### config.mk
export PLATFORM = sky130hd
export DESIGN_NAME = radix_prefixed_unsigned_parser
export DESIGN_NICKNAME = d
export VERILOG_FILES = /design/src/hw/rtl/rpup_pkg.sv /design/src/hw/rtl/rpup_step.sv /design/src/hw/rtl/radix_prefixed_unsigned_parser.sv
export VERILOG_INCLUDE_DIRS = /design/src /design/src/hw/rtl
export SDC_FILE = /design/constraint.sdc
export NUM_CORES = 1
export LEC_CHECK = 0
export ABC_AREA = 1
export BUFFER_PORTS_ARGS = -buffer_cell sky130_fd_sc_hd__buf_4
export CAP_MARGIN = 25
export CELL_PAD_IN_SITES_DETAIL_PLACEMENT = 0
export CELL_PAD_IN_SITES_GLOBAL_PLACEMENT = 1
export CORE_MARGIN = 1
export CORE_UTILIZATION = 40
export DETAILED_ROUTE_END_ITERATION = 8
export PLACE_DENSITY = 0.77
export SLEW_MARGIN = 10
export SYNTH_ARGS = -nofsm -noshare
export SYNTH_HDL_FRONTEND = slang
export SYNTH_SLANG_ARGS = --single-unit
### constraint.sdc
create_clock -name clk -period 5.45 [get_ports clk]
set_input_delay 0.545 -clock clk [delete_from_list [all_inputs] [get_ports clk]]
set_output_delay 0.545 -clock clk [all_outputs]
set_load 0.005 [all_outputs]
### src/hw/rtl/assert_macros.svh
// Assertion macros shared by the RTL of the radix-prefixed number parser.
// Each macro samples on clk and is disabled while rst is high.
`ifndef ASSERT_MACROS_SVH
`define ASSERT_MACROS_SVH

// Checks that a condition holds at every clock edge out of reset.
`define ASSERT_ALWAYS(label, expr, msg) \
  label: assert property (@(posedge clk) disable iff (rst) (expr)) else $error(msg);

// Checks that an antecedent implies a consequent in the same cycle.
`define ASSERT_IMPLY(label, ante, cons, msg) \
  label: assert property (@(posedge clk) disable iff (rst) (ante) |-> (cons)) else $error(msg);

// Checks that an antecedent implies a consequent in the cycle after it.
`define ASSERT_NEXT(label, ante, cons, msg) \
  label: assert property (@(posedge clk) disable iff (rst) (ante) |=> (cons)) else $error(msg);

`endif

### src/hw/rtl/rpup_pkg.sv
// Package for the radix-prefixed unsigned parser: phase codes, radix and
// character constants, the parser state type and the digit-value function.
// No dependencies.
package rpup_pkg;

  localparam logic [2:0] PH_DONE   = 3'd0;
  localparam logic [2:0] PH_SIGN   = 3'd1;
  localparam logic [2:0] PH_LEAD   = 3'd2;
  localparam logic [2:0] PH_ZERO   = 3'd3;
  localparam logic [2:0] PH_DIGITS = 3'd4;

  localparam logic [4:0] RADIX_2  = 5'd2;
  localparam logic [4:0] RADIX_8  = 5'd8;
  localparam logic [4:0] RADIX_10 = 5'd10;
  localparam logic [4:0] RADIX_16 = 5'd16;

  localparam logic [7:0] CH_ZERO  = 8'h30;
  localparam logic [7:0] CH_PLUS  = 8'h2B;
  localparam logic [7:0] CH_X     = 8'h78;
  localparam logic [7:0] CH_O     = 8'h6F;
  localparam logic [7:0] CH_B     = 8'h62;
  localparam logic [7:0] CASE_BIT = 8'h20;
  localparam logic [7:0] ALPHA_OFFSET = 8'd7;
  localparam logic [7:0] ALPHA_FIRST  = 8'd17;
  localparam logic [7:0] DIGIT_HUGE   = 8'hFF;

  typedef struct packed {
    logic [2:0]  phase;
    logic [4:0]  radix;
    logic [31:0] accum;
  } state_t;

  typedef struct packed {
    logic [31:0] value;
    logic [4:0]  radix_used;
  } result_t;

  // Digit value of a byte, saturated to DIGIT_HUGE where the true value
  // wraps below zero, since such a value ends the parse in every radix.
  function automatic logic [7:0] digit_of(input logic [7:0] b);
    logic [7:0] d;
    logic [7:0] m;
    begin
      d = b - CH_ZERO;
      m = d & ~CASE_BIT;
      if (b < CH_ZERO) begin
        digit_of = DIGIT_HUGE;
      end else if (d < ALPHA_FIRST) begin
        digit_of = d;
      end else if (m < ALPHA_OFFSET) begin
        digit_of = DIGIT_HUGE;
      end else begin
        digit_of = m - ALPHA_OFFSET;
      end
    end
  endfunction

endpackage

### src/hw/rtl/rpup_step.sv
// Combinational next-state logic of the parser for one character item.
// Depends on rpup_pkg for the state type, phase codes and digit function.
module rpup_step (
  input  rpup_pkg::state_t  cur,
  input  logic [7:0]        ch,
  input  logic              first,
  output rpup_pkg::state_t  nxt,
  output logic              emit,
  output rpup_pkg::result_t res
);

  rpup_pkg::state_t st;
  rpup_pkg::state_t base;
  logic             do_take;
  logic [7:0]       dval;
  logic [31:0]      scaled;

  always_comb begin
    if (first) begin
      st.phase = rpup_pkg::PH_SIGN;
      st.radix = rpup_pkg::RADIX_10;
      st.accum = '0;
    end else begin
      st = cur;
    end
  end

  always_comb begin
    base    = st;
    do_take = 1'b0;
    unique case (st.phase)
      rpup_pkg::PH_SIGN: begin
        if (ch == rpup_pkg::CH_PLUS) begin
          base.phase = rpup_pkg::PH_LEAD;
        end else if (ch == rpup_pkg::CH_ZERO) begin
          base.phase = rpup_pkg::PH_ZERO;
        end else begin
          do_take = 1'b1;
        end
      end
      rpup_pkg::PH_LEAD: begin
        if (ch == rpup_pkg::CH_ZERO) begin
          base.phase = rpup_pkg::PH_ZERO;
        end else begin
          do_take = 1'b1;
        end
      end
      rpup_pkg::PH_ZERO: begin
        base.accum = '0;
        base.phase = rpup_pkg::PH_DIGITS;
        if (ch == rpup_pkg::CH_X) begin
          base.radix = rpup_pkg::RADIX_16;
        end else if (ch == rpup_pkg::CH_O) begin
          base.radix = rpup_pkg::RADIX_8;
        end else if (ch == rpup_pkg::CH_B) begin
          base.radix = rpup_pkg::RADIX_2;
        end else begin
          base.radix = rpup_pkg::RADIX_10;
          do_take    = 1'b1;
        end
      end
      rpup_pkg::PH_DIGITS: begin
        do_take = 1'b1;
      end
      default: begin
        base.phase = rpup_pkg::PH_DONE;
      end
    endcase
  end

  assign dval = rpup_pkg::digit_of(ch);

  always_comb begin
    unique case (base.radix)
      rpup_pkg::RADIX_2:  scaled = {base.accum[30:0], 1'b0};
      rpup_pkg::RADIX_8:  scaled = {base.accum[28:0], 3'b000};
      rpup_pkg::RADIX_16: scaled = {base.accum[27:0], 4'b0000};
      default:            scaled = {base.accum[28:0], 3'b000} + {base.accum[30:0], 1'b0};
    endcase
  end

  always_comb begin
    nxt            = base;
    emit           = 1'b0;
    res.value      = base.accum;
    res.radix_used = base.radix;
    if (do_take) begin
      if (dval >= {3'b000, base.radix}) begin
        emit      = 1'b1;
        nxt.phase = rpup_pkg::PH_DONE;
      end else begin
        nxt.accum = scaled + {28'd0, dval[3:0]};
        nxt.phase = rpup_pkg::PH_DIGITS;
      end
    end
  end

endmodule

### src/hw/rtl/radix_prefixed_unsigned_parser.sv
// Radix-prefixed unsigned parser: input register, parser state and result register.
// Depends on rpup_pkg, rpup_step and assert_macros.svh.
//
// The block takes one character item per cycle while no result waits for
// out_ready: the parser state (phase, radix and a 32-bit accumulator) closes
// its loop through a shift-and-add step, since every radix is a power of two
// or ten. An item is held in the input register, and its result, if it
// causes one, is then loaded into the result register. An item with first
// set starts a new string and drops any parse in progress. A result waiting
// for out_ready stalls the input register and the parser state; ready drops
// once the input register is full as well.
`include "assert_macros.svh"

module radix_prefixed_unsigned_parser (
  input  logic        clk,
  input  logic        rst,
  input  logic        in_valid,
  output logic        in_ready,
  input  logic [7:0]  ch,
  input  logic        first,
  output logic        out_valid,
  input  logic        out_ready,
  output logic [31:0] value,
  output logic [4:0]  radix_used
);

  logic              stage_valid;
  logic [7:0]        stage_ch;
  logic              stage_first;
  logic              stage_adv;
  rpup_pkg::state_t  state;
  rpup_pkg::state_t  state_next;
  logic              emit;
  rpup_pkg::result_t res;
  logic              load_result;
  logic              stalled;
  logic              radix_ok;
  logic              parse_done;

  assign stage_adv   = stage_valid && (!out_valid || out_ready);
  assign in_ready    = !stage_valid || stage_adv;
  assign load_result = stage_adv && emit;

  rpup_step u_step (
    .cur   (state),
    .ch    (stage_ch),
    .first (stage_first),
    .nxt   (state_next),
    .emit  (emit),
    .res   (res)
  );

  always_ff @(posedge clk) begin
    if (rst) begin
      stage_valid <= 1'b0;
    end else if (in_ready) begin
      stage_valid <= in_valid;
    end
  end

  always_ff @(posedge clk) begin
    if (in_valid && in_ready) begin
      stage_ch    <= ch;
      stage_first <= first;
    end
  end

  always_ff @(posedge clk) begin
    if (rst) begin
      state.phase <= rpup_pkg::PH_DONE;
      state.radix <= rpup_pkg::RADIX_10;
      state.accum <= '0;
    end else if (stage_adv) begin
      state <= state_next;
    end
  end

  always_ff @(posedge clk) begin
    if (rst) begin
      out_valid <= 1'b0;
    end else if (load_result) begin
      out_valid <= 1'b1;
    end else if (out_ready) begin
      out_valid <= 1'b0;
    end
  end

  always_ff @(posedge clk) begin
    if (load_result) begin
      value      <= res.value;
      radix_used <= res.radix_used;
    end
  end

  assign stalled    = stage_valid && out_valid && !out_ready;
  assign parse_done = (state.phase == rpup_pkg::PH_DONE);
  assign radix_ok   = (state.radix == rpup_pkg::RADIX_2) ||
                      (state.radix == rpup_pkg::RADIX_8) ||
                      (state.radix == rpup_pkg::RADIX_10) ||
                      (state.radix == rpup_pkg::RADIX_16);

  `ASSERT_ALWAYS(a_radix_legal, radix_ok, "parser radix is not 2, 8, 10 or 16")
  `ASSERT_NEXT(a_emit_ends_parse, load_result, parse_done && out_valid, "result without end of parse")
  `ASSERT_NEXT(a_stall_holds_state, stalled, $stable(state) && stage_valid, "state moved in a stall")
  `ASSERT_IMPLY(a_ready_only_when_free, !in_ready, stalled, "input blocked without a stalled result")

endmodule

; ---- Yosys cells after proc, flatten, opt, wreduce, memory -nomap -nowiden
; Index checks and enable logic that the tools add are counted.
; W data, S select, Z words.
[totals]
register_bits = 88
input_bits = 13
out_inout_bits = 39
wordCells = 63
[classes]
n_addsub = 4
order_cmp = 4
eq_ne = 12
muxes = 26
reduce_logical = 8
[op_table]
columns = cell, n
row1 = $pmux W32 S3, 1
row2 = $mux W32, 2
row3 = $mux W40, 1
row4 = $mux W37, 1
row5 = $add A32 B32 Y32, 1
row6 = $add A32 B4 Y32, 1
row7 = $eq A8 B7 Y1 const B, 3
row8 = $mux W8, 3
row9 = $eq A8 B6 Y1 const B, 2
row10 = $mux W3, 4
row11 = $pmux W3 S4, 1
row12 = $mux W1, 9
row13 = $ge A8 B5 Y1, 1
row14 = $lt A8 B3 Y1 const B, 1
row15 = $lt A8 B5 Y1 const B, 1
row16 = $lt A8 B6 Y1 const B, 1
row17 = $mux W4, 2
row18 = $sub A8 B3 Y8 const B, 1
row19 = $sub A8 B6 Y8 const B, 1
row20 = $eq A3 B2 Y1 const B, 2
row21 = $eq A5 B2 Y1 const B, 1
row22 = $eq A5 B4 Y1 const B, 1
row23 = $eq A5 B5 Y1 const B, 1
row24 = $mux W5, 1
row25 = 7 further kinds, 11

; ---- Logic depth before layout (Yosys ltp)
; Gate-level depths: netlist of run 1.
[logic_depth]
depth_word = 10
ltp_mapped = 31
ltp_nobuf = 30

; ---- Cells and area by module
; From an unflattened synthesis of run 1, not the netlist that was laid out.
[unflattened]
cells_unflattened = 1526
hier_area_um2 = 9126.3
[by_module_without_submodules]
columns = module, instances, cells_per_inst, area_each_um2, seq_area_each_um2
row1 = rpup_step, 1, 1206, 5899.4, 0.0
row2 = radix_prefixed_unsigned_parser, 1, 320, 3226.8, 2222.1

; ---- Worst setup path before layout of run 1
; No wires, ideal clock.
[synth_path]
kind = flip-flop to flip-flop
from = register stage_ch[5]
to = register radix_used[0], enable pin
setup_ns = 0.480
t_arrival_ns = 4.868
t_required_ns = 4.970
setup_slack_ns = 0.102
path_stages_with_launch = 18
path_buffers = 0
period_less_slack_ns = 5.348
path_cell_list = edfxtp_1 > ha_1 > xnor2_1 > nor2_1 > nand2_1 > nor2_1 > inv_1 > o21ai_0 > nor2_1 > ha_1 > inv_1 > a21boi_0 > o21a_1 > o21a_1 > o21ai_0 > nand2_1 > inv_1 > nor3_1
[synth_between]
elab_chain_len = 9
elab_cells_between_ends = 27
cone_classes = add/sub (2) / order compare (4) / eq/ne (5) / mux (15) / reduce/logical (1)
[synth_rtl]
columns = item, line
row1 = from (decl), radix_prefixed_unsigned_parser.sv:28  ; logic [7:0] stage_ch;
row2 = from (signal assigned), radix_prefixed_unsigned_parser.sv:63  ; stage_ch <= ch;
row3 = $sub A8 B6 Y8 or $eq A8 B7 Y1 (tied branches), "rpup_pkg.sv:44, rpup_step.sv:55"
row4 = "$sub A8 B3 Y8, or another cell as far along", rpup_pkg.sv:53  ; digit_of = m - ALPHA_OFFSET;
row5 = $mux W8 or $mux W4 (tied branches), "rpup_pkg.sv:50, rpup_step.sv:53"
row6 = $mux W8 or $mux W5 (tied branches), "rpup_pkg.sv:48, rpup_step.sv:51"
row7 = $mux W8 or $mux W37 (tied branches), "rpup_pkg.sv:46, rpup_step.sv:31"
row8 = $ge A8 B5 Y1, rpup_step.sv:88  ; if (dval >= {3'b000, base.radix}) begin
row9 = $mux W1, rpup_step.sv:88
row10 = $mux W1 (*), rpup_step.sv:87  ; if (do_take) begin
row11 = $logic_and A1 B1 Y1 (*), radix_prefixed_unsigned_parser.sv:42  ; assign load_result = stage_adv && emit;
row12 = via load_result, radix_prefixed_unsigned_parser.sv:35  ; logic load_result;
row13 = to (signal assigned), radix_prefixed_unsigned_parser.sv:91  ; radix_used <= res.radix_used;
row14 = to (decl), radix_prefixed_unsigned_parser.sv:24  ; output logic [4:0] radix_used
; Mark *: on every way through the listed nets, which the timed path passes. The rest lies on a longest branch.
; A chain may end at the register's enable or synchronous reset.

; ---- Final worst setup path of run 1
[layout_path]
from = register stage_first
to = register state[18] (netlist bit)
[layout_between]
elab_chain_len = 8
elab_cells_between_ends = 16
cone_classes = add/sub (2) / order compare (1) / eq/ne (7) / mux (6)
[layout_rtl]
columns = item, line
row1 = from (decl), radix_prefixed_unsigned_parser.sv:29  ; logic stage_first;
row2 = from (signal assigned), radix_prefixed_unsigned_parser.sv:64  ; stage_first <= first;
row3 = $mux W40 (*), rpup_step.sv:19  ; if (first) begin
row4 = $eq A3 B2 Y1, rpup_step.sv:31  ; unique case (st.phase)
row5 = $mux W37, rpup_step.sv:31
row6 = "$add A32 B32 Y32, or another cell as far along", rpup_step.sv:78  ; default: scaled = {base.accum[28:0], 3'b000} + {base.accum[30:0], 1'b0};
row7 = $pmux W32 S3, rpup_step.sv:74  ; unique case (base.radix)
row8 = $add A32 B4 Y32, rpup_step.sv:92  ; nxt.accum = scaled + {28'd0, dval[3:0]};
row9 = $mux W32, rpup_step.sv:88
row10 = $mux W32 (*), rpup_step.sv:87
row11 = to (signal assigned), radix_prefixed_unsigned_parser.sv:74  ; state <= state_next;
row12 = to (decl), radix_prefixed_unsigned_parser.sv:31  ; rpup_pkg::state_t state;
; Mark *: on every way between the ends. The rest lies on a longest branch, timed or not.

==> metrics.csv, run 1 <==
stage,metric,value,unit
global_route,grt_start_max_net_pins,64,
place,gp_congestion,0.905,
clock_network,htreeDepth,3,
min_path,hold_depth,1,
place,place_area,0.00911,mm²
yosys,ys_top_cells_by_area,"nand2_1 17%, edfxtp_1 16%, dfxtp_1 9.9%",
finish,design_area,0.00942,mm²
floorplanning,core_area,0.0205,mm²
yosys,syn_nets,1401,
yosys,yosys.area.top_type,nand2_1,
yosys,ys_top_cells_by_count,"378 x nand2_1, 179 x inv_1, 164 x nand3_1",
yosys,synth_top_flop_cell,edfxtp_1,
finish,area_growth,11.3,%
place,place_inst,1641,
clock_network,cts.sinks,88,
floorplanning,rows,52,
floorplanning,die_width,148,µm
floorplanning,dieArea,0.0218,mm²
finish,antennaDiodeCount,0,
global_route,overflow,0,
timing,clock_skew,0.0102,ns
timing,fin_crit_sh,0.850,
place,dp_slack,0.854,ns
worst_setup_path,cp-startpoint,stage_first,
timing,fmax,216,MHz
clock_network,cts_setup_buffers,0,
finish,fin_cells,1657,
detailed_routing,drc,0,
timing,tns,0,ns
worst_setup_path,cp.arrival,4.85,ns
global_route,met1_usage,0.386,
min_path,hp-class,primary input to flop,
detailed_routing,drt.antenna.violating_nets,0,
timing,rsz0062_at_grt,false,
worst_setup_path,critPathLaunchType,flop,
job,cap_viol_max_count,0,
power_and_ir_drop,power.leakage,4.35,nW
detailed_routing,routed_wl,28400,µm
timing,slew_viol_final,0,
yosys,avgSynthCellArea,6.31,µm²
power_and_ir_drop,power_density,184,mW/mm²
yosys,ys_seq_area_frac,0.262,
yosys,async_flop_share,0,
worst_setup_path,required,5.67,ns
timing,tightestPinTransition,0.724,ns
global_route,met3_usage,0.0238,
worst_setup_path,crit_end,state[18],
yosys,netlist.area_leader.share,0.168,
yosys,yosys_warnings,0,
timing,fin_crit,4.63,ns
detailed_routing,wl_per_cell,17.1,µm
global_route,gr-usage-met2,0.423,
clock_network,cts_root_buf,clkbuf_16,
worst_setup_path,r2r_setup_slack,0.82,ns
clock_network,cts_buffer_depth,2,
timing,slew_headroom,0.517,
clock_network,clk_pin_slew,0.07,ns
yosys,yosysUniqueCellTypes,48,
power_and_ir_drop,total_power,1.73,mW
place,dp_hpwl,22100,µm
timing,setup_viol,0,
yosys,synth_edf_count,46,
clock_network,cts-resized-gates,0,
worst_setup_path,reg2reg_to,state[18],
finish,register_area,0.00222,mm²
power_and_ir_drop,peakVddDrop,0.000124,V
yosys,ys_ff_latch,88,
worst_setup_path,regToRegStartpoint,stage_first,
finish,fin_nets,1440,
worst_setup_path,reg2reg_depth,25,
detailed_routing,drtIter0Drc,710,
finish,drive_gt1_frac,0.117,
worst_setup_path,worst_setup_path_end_kind,flop,
clock_network,cts_hold_buf,0,
finish,n_fill_cell,2238,
global_route,grt_pass1_wl,45700,µm
clock_network,clk-insertion-delay-late,0.35,ns
floorplanning,start_util,0.413,
yosys,yosysMostFrequentCell,nand2_1,
yosys,syn_inst,1343,
timing,final_hold_viol_count,0,
finish,fin_util,0.460,
global_route,grt_pass1_vias,8254,
detailed_routing,dr.pass1.iters,5,
detailed_routing,vias,8767,
run_status,status,completed,
global_route,antenna_found_initial,0,
floorplanning,die_h,148,µm
timing,setup_ws,0.816,ns
global_route,grt_usage,0.271,
place,port_buffers,51,
detailed_routing,via_per_inst,5.29,
floorplanning,io_pins,52,
worst_setup_path,crit_path_max_fanout,34,
clock_network,cts_tree,built,
timing,whs,0.367,ns
global_route,grt-busiest-layer,met2,
yosys,synth.cell_area,0.00847,mm²
worst_setup_path,critPathKind,flop to flop,
clock_network,cts_made_buffers,9,
finish,multi_input_area,0.00535,mm²
-- critical path, stage by stage, from the launching register on --
cell      delay [ns]
edfxtp_1        0.54
inv_2           0.14
nand2_4         0.08
inv_2           0.10
nand2_8         0.18
o21ai_2         0.20
nand3_2         0.20
nor2_2          0.28
nand2_2         0.38
nand2_4         0.21
nor2_4          0.13
nand2_1         0.09
o221ai_1        0.14
ha_1            0.38
nand3_1         0.09
and2_1          0.17
inv_1           0.07
nand3_1         0.10
nor2_1          0.32
nand3_4         0.20
nor2_8          0.18
nand2_1         0.07
nand2_1         0.06
nand3_1         0.06
nand2_1         0.09
a21oi_1         0.06
-- cells by family (layout without fill, tap and decap cells) --
family / Yosys count / after routing / share of synthesized area
xor gates and xnor gates: 24 / 24 / 0.0248
and+or+nand+nor: 793 / 793 / 0.428
DFF: 88 / 88 / 0.262
adders and majority gates: 45 / 45 / 0.0683
AOI/OAI and AO/OA: 168 / 168 / 0.110
buffers and inverters: 225 / 269 / 0.107
-- how the worst min path moves through the flow --
stage          startpoint     endpoint  slack [ns]
3_3_place_gp     state[8]     state[8]        0.45
5_1_grt             ch[0]  stage_ch[0]        0.35
2_1_floorplan   state[30]    state[30]        0.45
4_1_cts             ch[3]  stage_ch[3]        0.36
6_report            ch[3]  stage_ch[3]        0.37
3_5_place_dp    state[23]    state[23]        0.46
-- layout make-up --
class                      instances  area share
clock buffer                      11      0.0247
clock inverter                     5     0.00863
inverter                         188      0.0752
multi-input combinational       1030       0.568
sequential                        88       0.236
tap                              270      0.0359
timing repair buffer              65      0.0518
-- flip-flops by register name, summed over array words and instances, names as in the netlist --
| signal | cells |
|---|---|
| stage_valid | 1 |
| out_valid | 1 |
| value | 32 |
| state | 40 |
| stage_first | 1 |
| radix_used | 5 |
| stage_ch | 8 |
-- power by group --
part / switching [mW] / leakage [nW] / internal [mW]
logic: 0.205 / 3.46 / 0.0947
registers: 0.0159 / 0.739 / 0.726
clock network: 0.287 / 0.150 / 0.404
total: 0.508 / 4.35 / 1.22
-- per-layer routing --
metal  vias up  share of wire
met4         0          0.030
li1       4430              -
met5         -              0
met3        51          0.050
met1      4008           0.48
met2       278           0.44
-- placed cells by master, fill, tap and decap left out, drive strengths merged, types with 5 or more instances in the layout --
cell / netlist / final
a21oi: 105 / 105
buf: 18 / 65
clkbuf: 19 / 11
dfxtp: 42 / 42
edfxtp: 46 / 46
ha: 43 / 43
inv: 187 / 188
nand2: 407 / 407
nand3: 172 / 172
nand3b: 5 / 5
nand4: 24 / 24
nor2: 169 / 169
nor3: 10 / 10
o211ai: 6 / 6
o21ai: 42 / 42
o21bai: 5 / 5
xnor2: 12 / 12
xor2: 12 / 12
(Power assumes the default switching activity.)
==> inputs of run 2 (changes only) <==
--- a/config.mk
+++ b/config.mk
@@ -12,9 +12,10 @@
 export CELL_PAD_IN_SITES_DETAIL_PLACEMENT = 0
 export CELL_PAD_IN_SITES_GLOBAL_PLACEMENT = 1
 export CORE_MARGIN = 1
-export CORE_UTILIZATION = 40
+export CORE_UTILIZATION = 41
+export CTS_BUF_LIST = sky130_fd_sc_hd__clkbuf_4
 export DETAILED_ROUTE_END_ITERATION = 8
-export PLACE_DENSITY = 0.77
+export PLACE_DENSITY = 0.79
 export SLEW_MARGIN = 10
 export SYNTH_ARGS = -nofsm -noshare
 export SYNTH_HDL_FRONTEND = slang
==> metrics.csv, run 2 (same netlist as run 1, synthesis figures left out) <==
stage,metric,value,unit,change
timing,slew_headroom,0.328,,was 0.517
timing,tightestPinTransition,1.00,ns,was 0.724 ns
power_and_ir_drop,p_comb_frac,0.207,,was 0.173
clock_network,cts_setup_buffers,0,,unchanged
clock_network,cts_tree,built,,unchanged
worst_setup_path,cp.arrival,5.05,ns,was 4.85 ns
worst_setup_path,cp_num_buf_inv,3,,unchanged
power_and_ir_drop,p_seq_frac,0.511,,was 0.428
timing,fin_crit,4.69,ns,was 4.63 ns
floorplanning,die_width,146,µm,was 148 µm
global_route,grt_usage,0.269,,was 0.271
clock_network,cts_made_buffers,9,,unchanged
finish,fin_nets,1438,,was 1440
worst_setup_path,worst_setup_path_end_kind,flop,,unchanged
finish,final_common_cell,nand2_1,,unchanged
finish,drive_gt1_frac,0.116,,was 0.117
worst_setup_path,critPathKind,flop to flop,,unchanged
clock_network,cts.sinks,88,,unchanged
clock_network,cts_buffer_depth,2,,unchanged
power_and_ir_drop,intPower,0.977,mW,was 1.22 mW
detailed_routing,drc,0,,unchanged
floorplanning,core_area,0.0202,mm²,was 0.0205 mm²
worst_setup_path,critPathLaunchType,flop,,unchanged
detailed_routing,via_per_inst,5.28,,was 5.29
run_status,status,completed,,unchanged
power_and_ir_drop,power_density,157,mW/mm²,was 184 mW/mm²
worst_setup_path,crit_slowest_cell,edfxtp_1,,unchanged
timing,tns,0,ns,unchanged
finish,largest_register_ffs,40,,unchanged
clock_network,clk-insertion-delay-late,0.50,ns,was 0.35 ns
finish,area_growth,9.26,%,was 11.3%
worst_setup_path,crit_path_max_fanout,34,,unchanged
global_route,grt_pass1_vias,7998,,was 8254
timing,slew_viol_final,0,,unchanged
floorplanning,start_util,0.419,,was 0.413
worst_setup_path,worstSetupPathDepth,25,,unchanged
worst_setup_path,reg2reg_depth,25,,unchanged
detailed_routing,dr.pass1.iters,5,,unchanged
global_route,antenna_found_initial,1,,was 0
worst_setup_path,required,5.81,ns,was 5.67 ns
floorplanning,dieArea,0.0212,mm²,was 0.0218 mm²
timing,fin_crit_sh,0.861,,was 0.850
min_path,hp-class,primary input to flop,,unchanged
finish,fin_util,0.457,,was 0.460
finish,final_cell_mix,"377 x nand2_1, 179 x inv_1, 164 x nand3_1",,unchanged
timing,rsz0062_at_grt,false,,unchanged
place,dp_slack,0.809,ns,was 0.854 ns
clock_network,clk_pin_slew,0.15,ns,was 0.07 ns
power_and_ir_drop,clkPwrFrac,0.282,,was 0.399
detailed_routing,vias,8736,,was 8767
place,dp_hpwl,22000,µm,was 22100 µm
power_and_ir_drop,p_switching,0.474,mW,was 0.508 mW
finish,n_fill_cell,2188,,was 2238
job,cap_viol_max_count,0,,unchanged
worst_setup_path,crit_path_frequent_cell,nand2_1,,unchanged
timing,final_hold_viol_count,0,,unchanged
timing,fmax,213,MHz,was 216 MHz
timing,setup_viol,0,,unchanged
finish,register_area,0.00222,mm²,unchanged
place,gp_congestion,0.919,,was 0.905
detailed_routing,drt.antenna.violating_nets,0,,unchanged
finish,multi_input_area,0.00535,mm²,unchanged
power_and_ir_drop,power.leakage,4.28,nW,was 4.35 nW
place,port_buffers,51,,unchanged
detailed_routing,drtIter0Drc,730,,was 710
detailed_routing,routed_wl,28100,µm,was 28400 µm
power_and_ir_drop,total_power,1.45,mW,was 1.73 mW
worst_setup_path,cp_slowest_stage_delay,0.55,ns,was 0.54 ns
timing,clock_skew,0.0367,ns,was 0.0102 ns
floorplanning,io_pins,52,,unchanged
power_and_ir_drop,peakVddDrop,0.0000815,V,was 0.000124 V
global_route,overflow,0,,unchanged
global_route,grt_start_max_net_pins,38,,was 64
clock_network,cts_hold_buf,0,,unchanged
floorplanning,rows,52,,unchanged
timing,setup_ws,0.758,ns,was 0.816 ns
power_and_ir_drop,power_switching_share,0.327,,was 0.293
finish,top_regs,"state (40), value (32), stage_ch (8)",,unchanged
detailed_routing,wl_per_cell,17.0,µm,was 17.1 µm
floorplanning,die_h,146,µm,was 148 µm
clock_network,htreeDepth,3,,unchanged
min_path,hold_depth,1,,unchanged
clock_network,cts-resized-gates,0,,unchanged
global_route,grt_pass1_wl,44400,µm,was 45700 µm
worst_setup_path,cp_top_family,simple AND/OR/NAND/NOR gates,,unchanged
finish,regMostFlops,state,,unchanged
clock_network,cts_root_buf,clkbuf_4,,was clkbuf_16
==> run 2: worst paths after layout <==
kind	endpoint	slack (ns)	from
min	stage_ch[4]	0.22	ch[4]
max	state[30]	0.76	stage_first
max reg2reg	state[30]	0.76	stage_first
min reg2reg	state[26]	0.48	state[26]
==> run 2: metrics by stage <==
step	instances	instance area, µm²	hold slack [ns]
2_1_floorplan	1343	8470	0.445
3_3_place_gp	1638	9080	0.454
3_5_place_dp	1639	9110	0.459
4_1_cts	1655	9250	0.196
5_1_grt	1656	9250	0.183
6_report	1656	9250	0.219
==> run 2: power groups by stage <==
stage	Clock [mW]	Combinational [mW]	Sequential (mW)
final	0.409	0.301	0.742
after global routing	0.440	0.331	0.745
after CTS	0.414	0.298	0.742
after detailed placement	0	0.297	0.756
after global placement	0	0.294	0.756
after floorplan	0	0.197	0.755
==> run 2: layer usage <==
metal | share of wire | routed length, µm | global-route usage | up-vias
li1 | - | - | - | 4421
met1 | 0.49 | 13700 | 0.384 | 4009
met2 | 0.44 | 12500 | 0.428 | 277
met3 | 0.054 | 1500 | 0.0295 | 29
met4 | 0.015 | 427 | 0.0768 | 0
met5 | 0 | 0 | 0 | -
==> run 2: layout make-up <==
cell class	count	share of cell area
multi-input cells	1030	0.578
flip-flops and latches	88	0.240
inverters	188	0.0765
repair buffers	63	0.0533
well taps	270	0.0365
clock buffers	12	0.00974
clock inverters	4	0.00514
diodes	1	0.000270
==> run 2: worst register-to-register path: stages (launching register included) <==
cell	delay (ns)
edfxtp_1	0.55
inv_2	0.13
nand2_4	0.07
inv_2	0.10
nand2_8	0.18
o21ai_2	0.20
nand3_2	0.21
nor2_2	0.28
nand2_2	0.36
nand2_4	0.20
nor2_4	0.13
nand2_1	0.11
o221ai_1	0.14
ha_1	0.38
nand3_1	0.09
and2_1	0.17
inv_1	0.08
nand3_1	0.10
nor2_1	0.32
nand3_4	0.20
nor2_8	0.18
nand2_1	0.07
nand2_1	0.05
nand3_1	0.11
nand2_1	0.10
a21oi_1	0.05
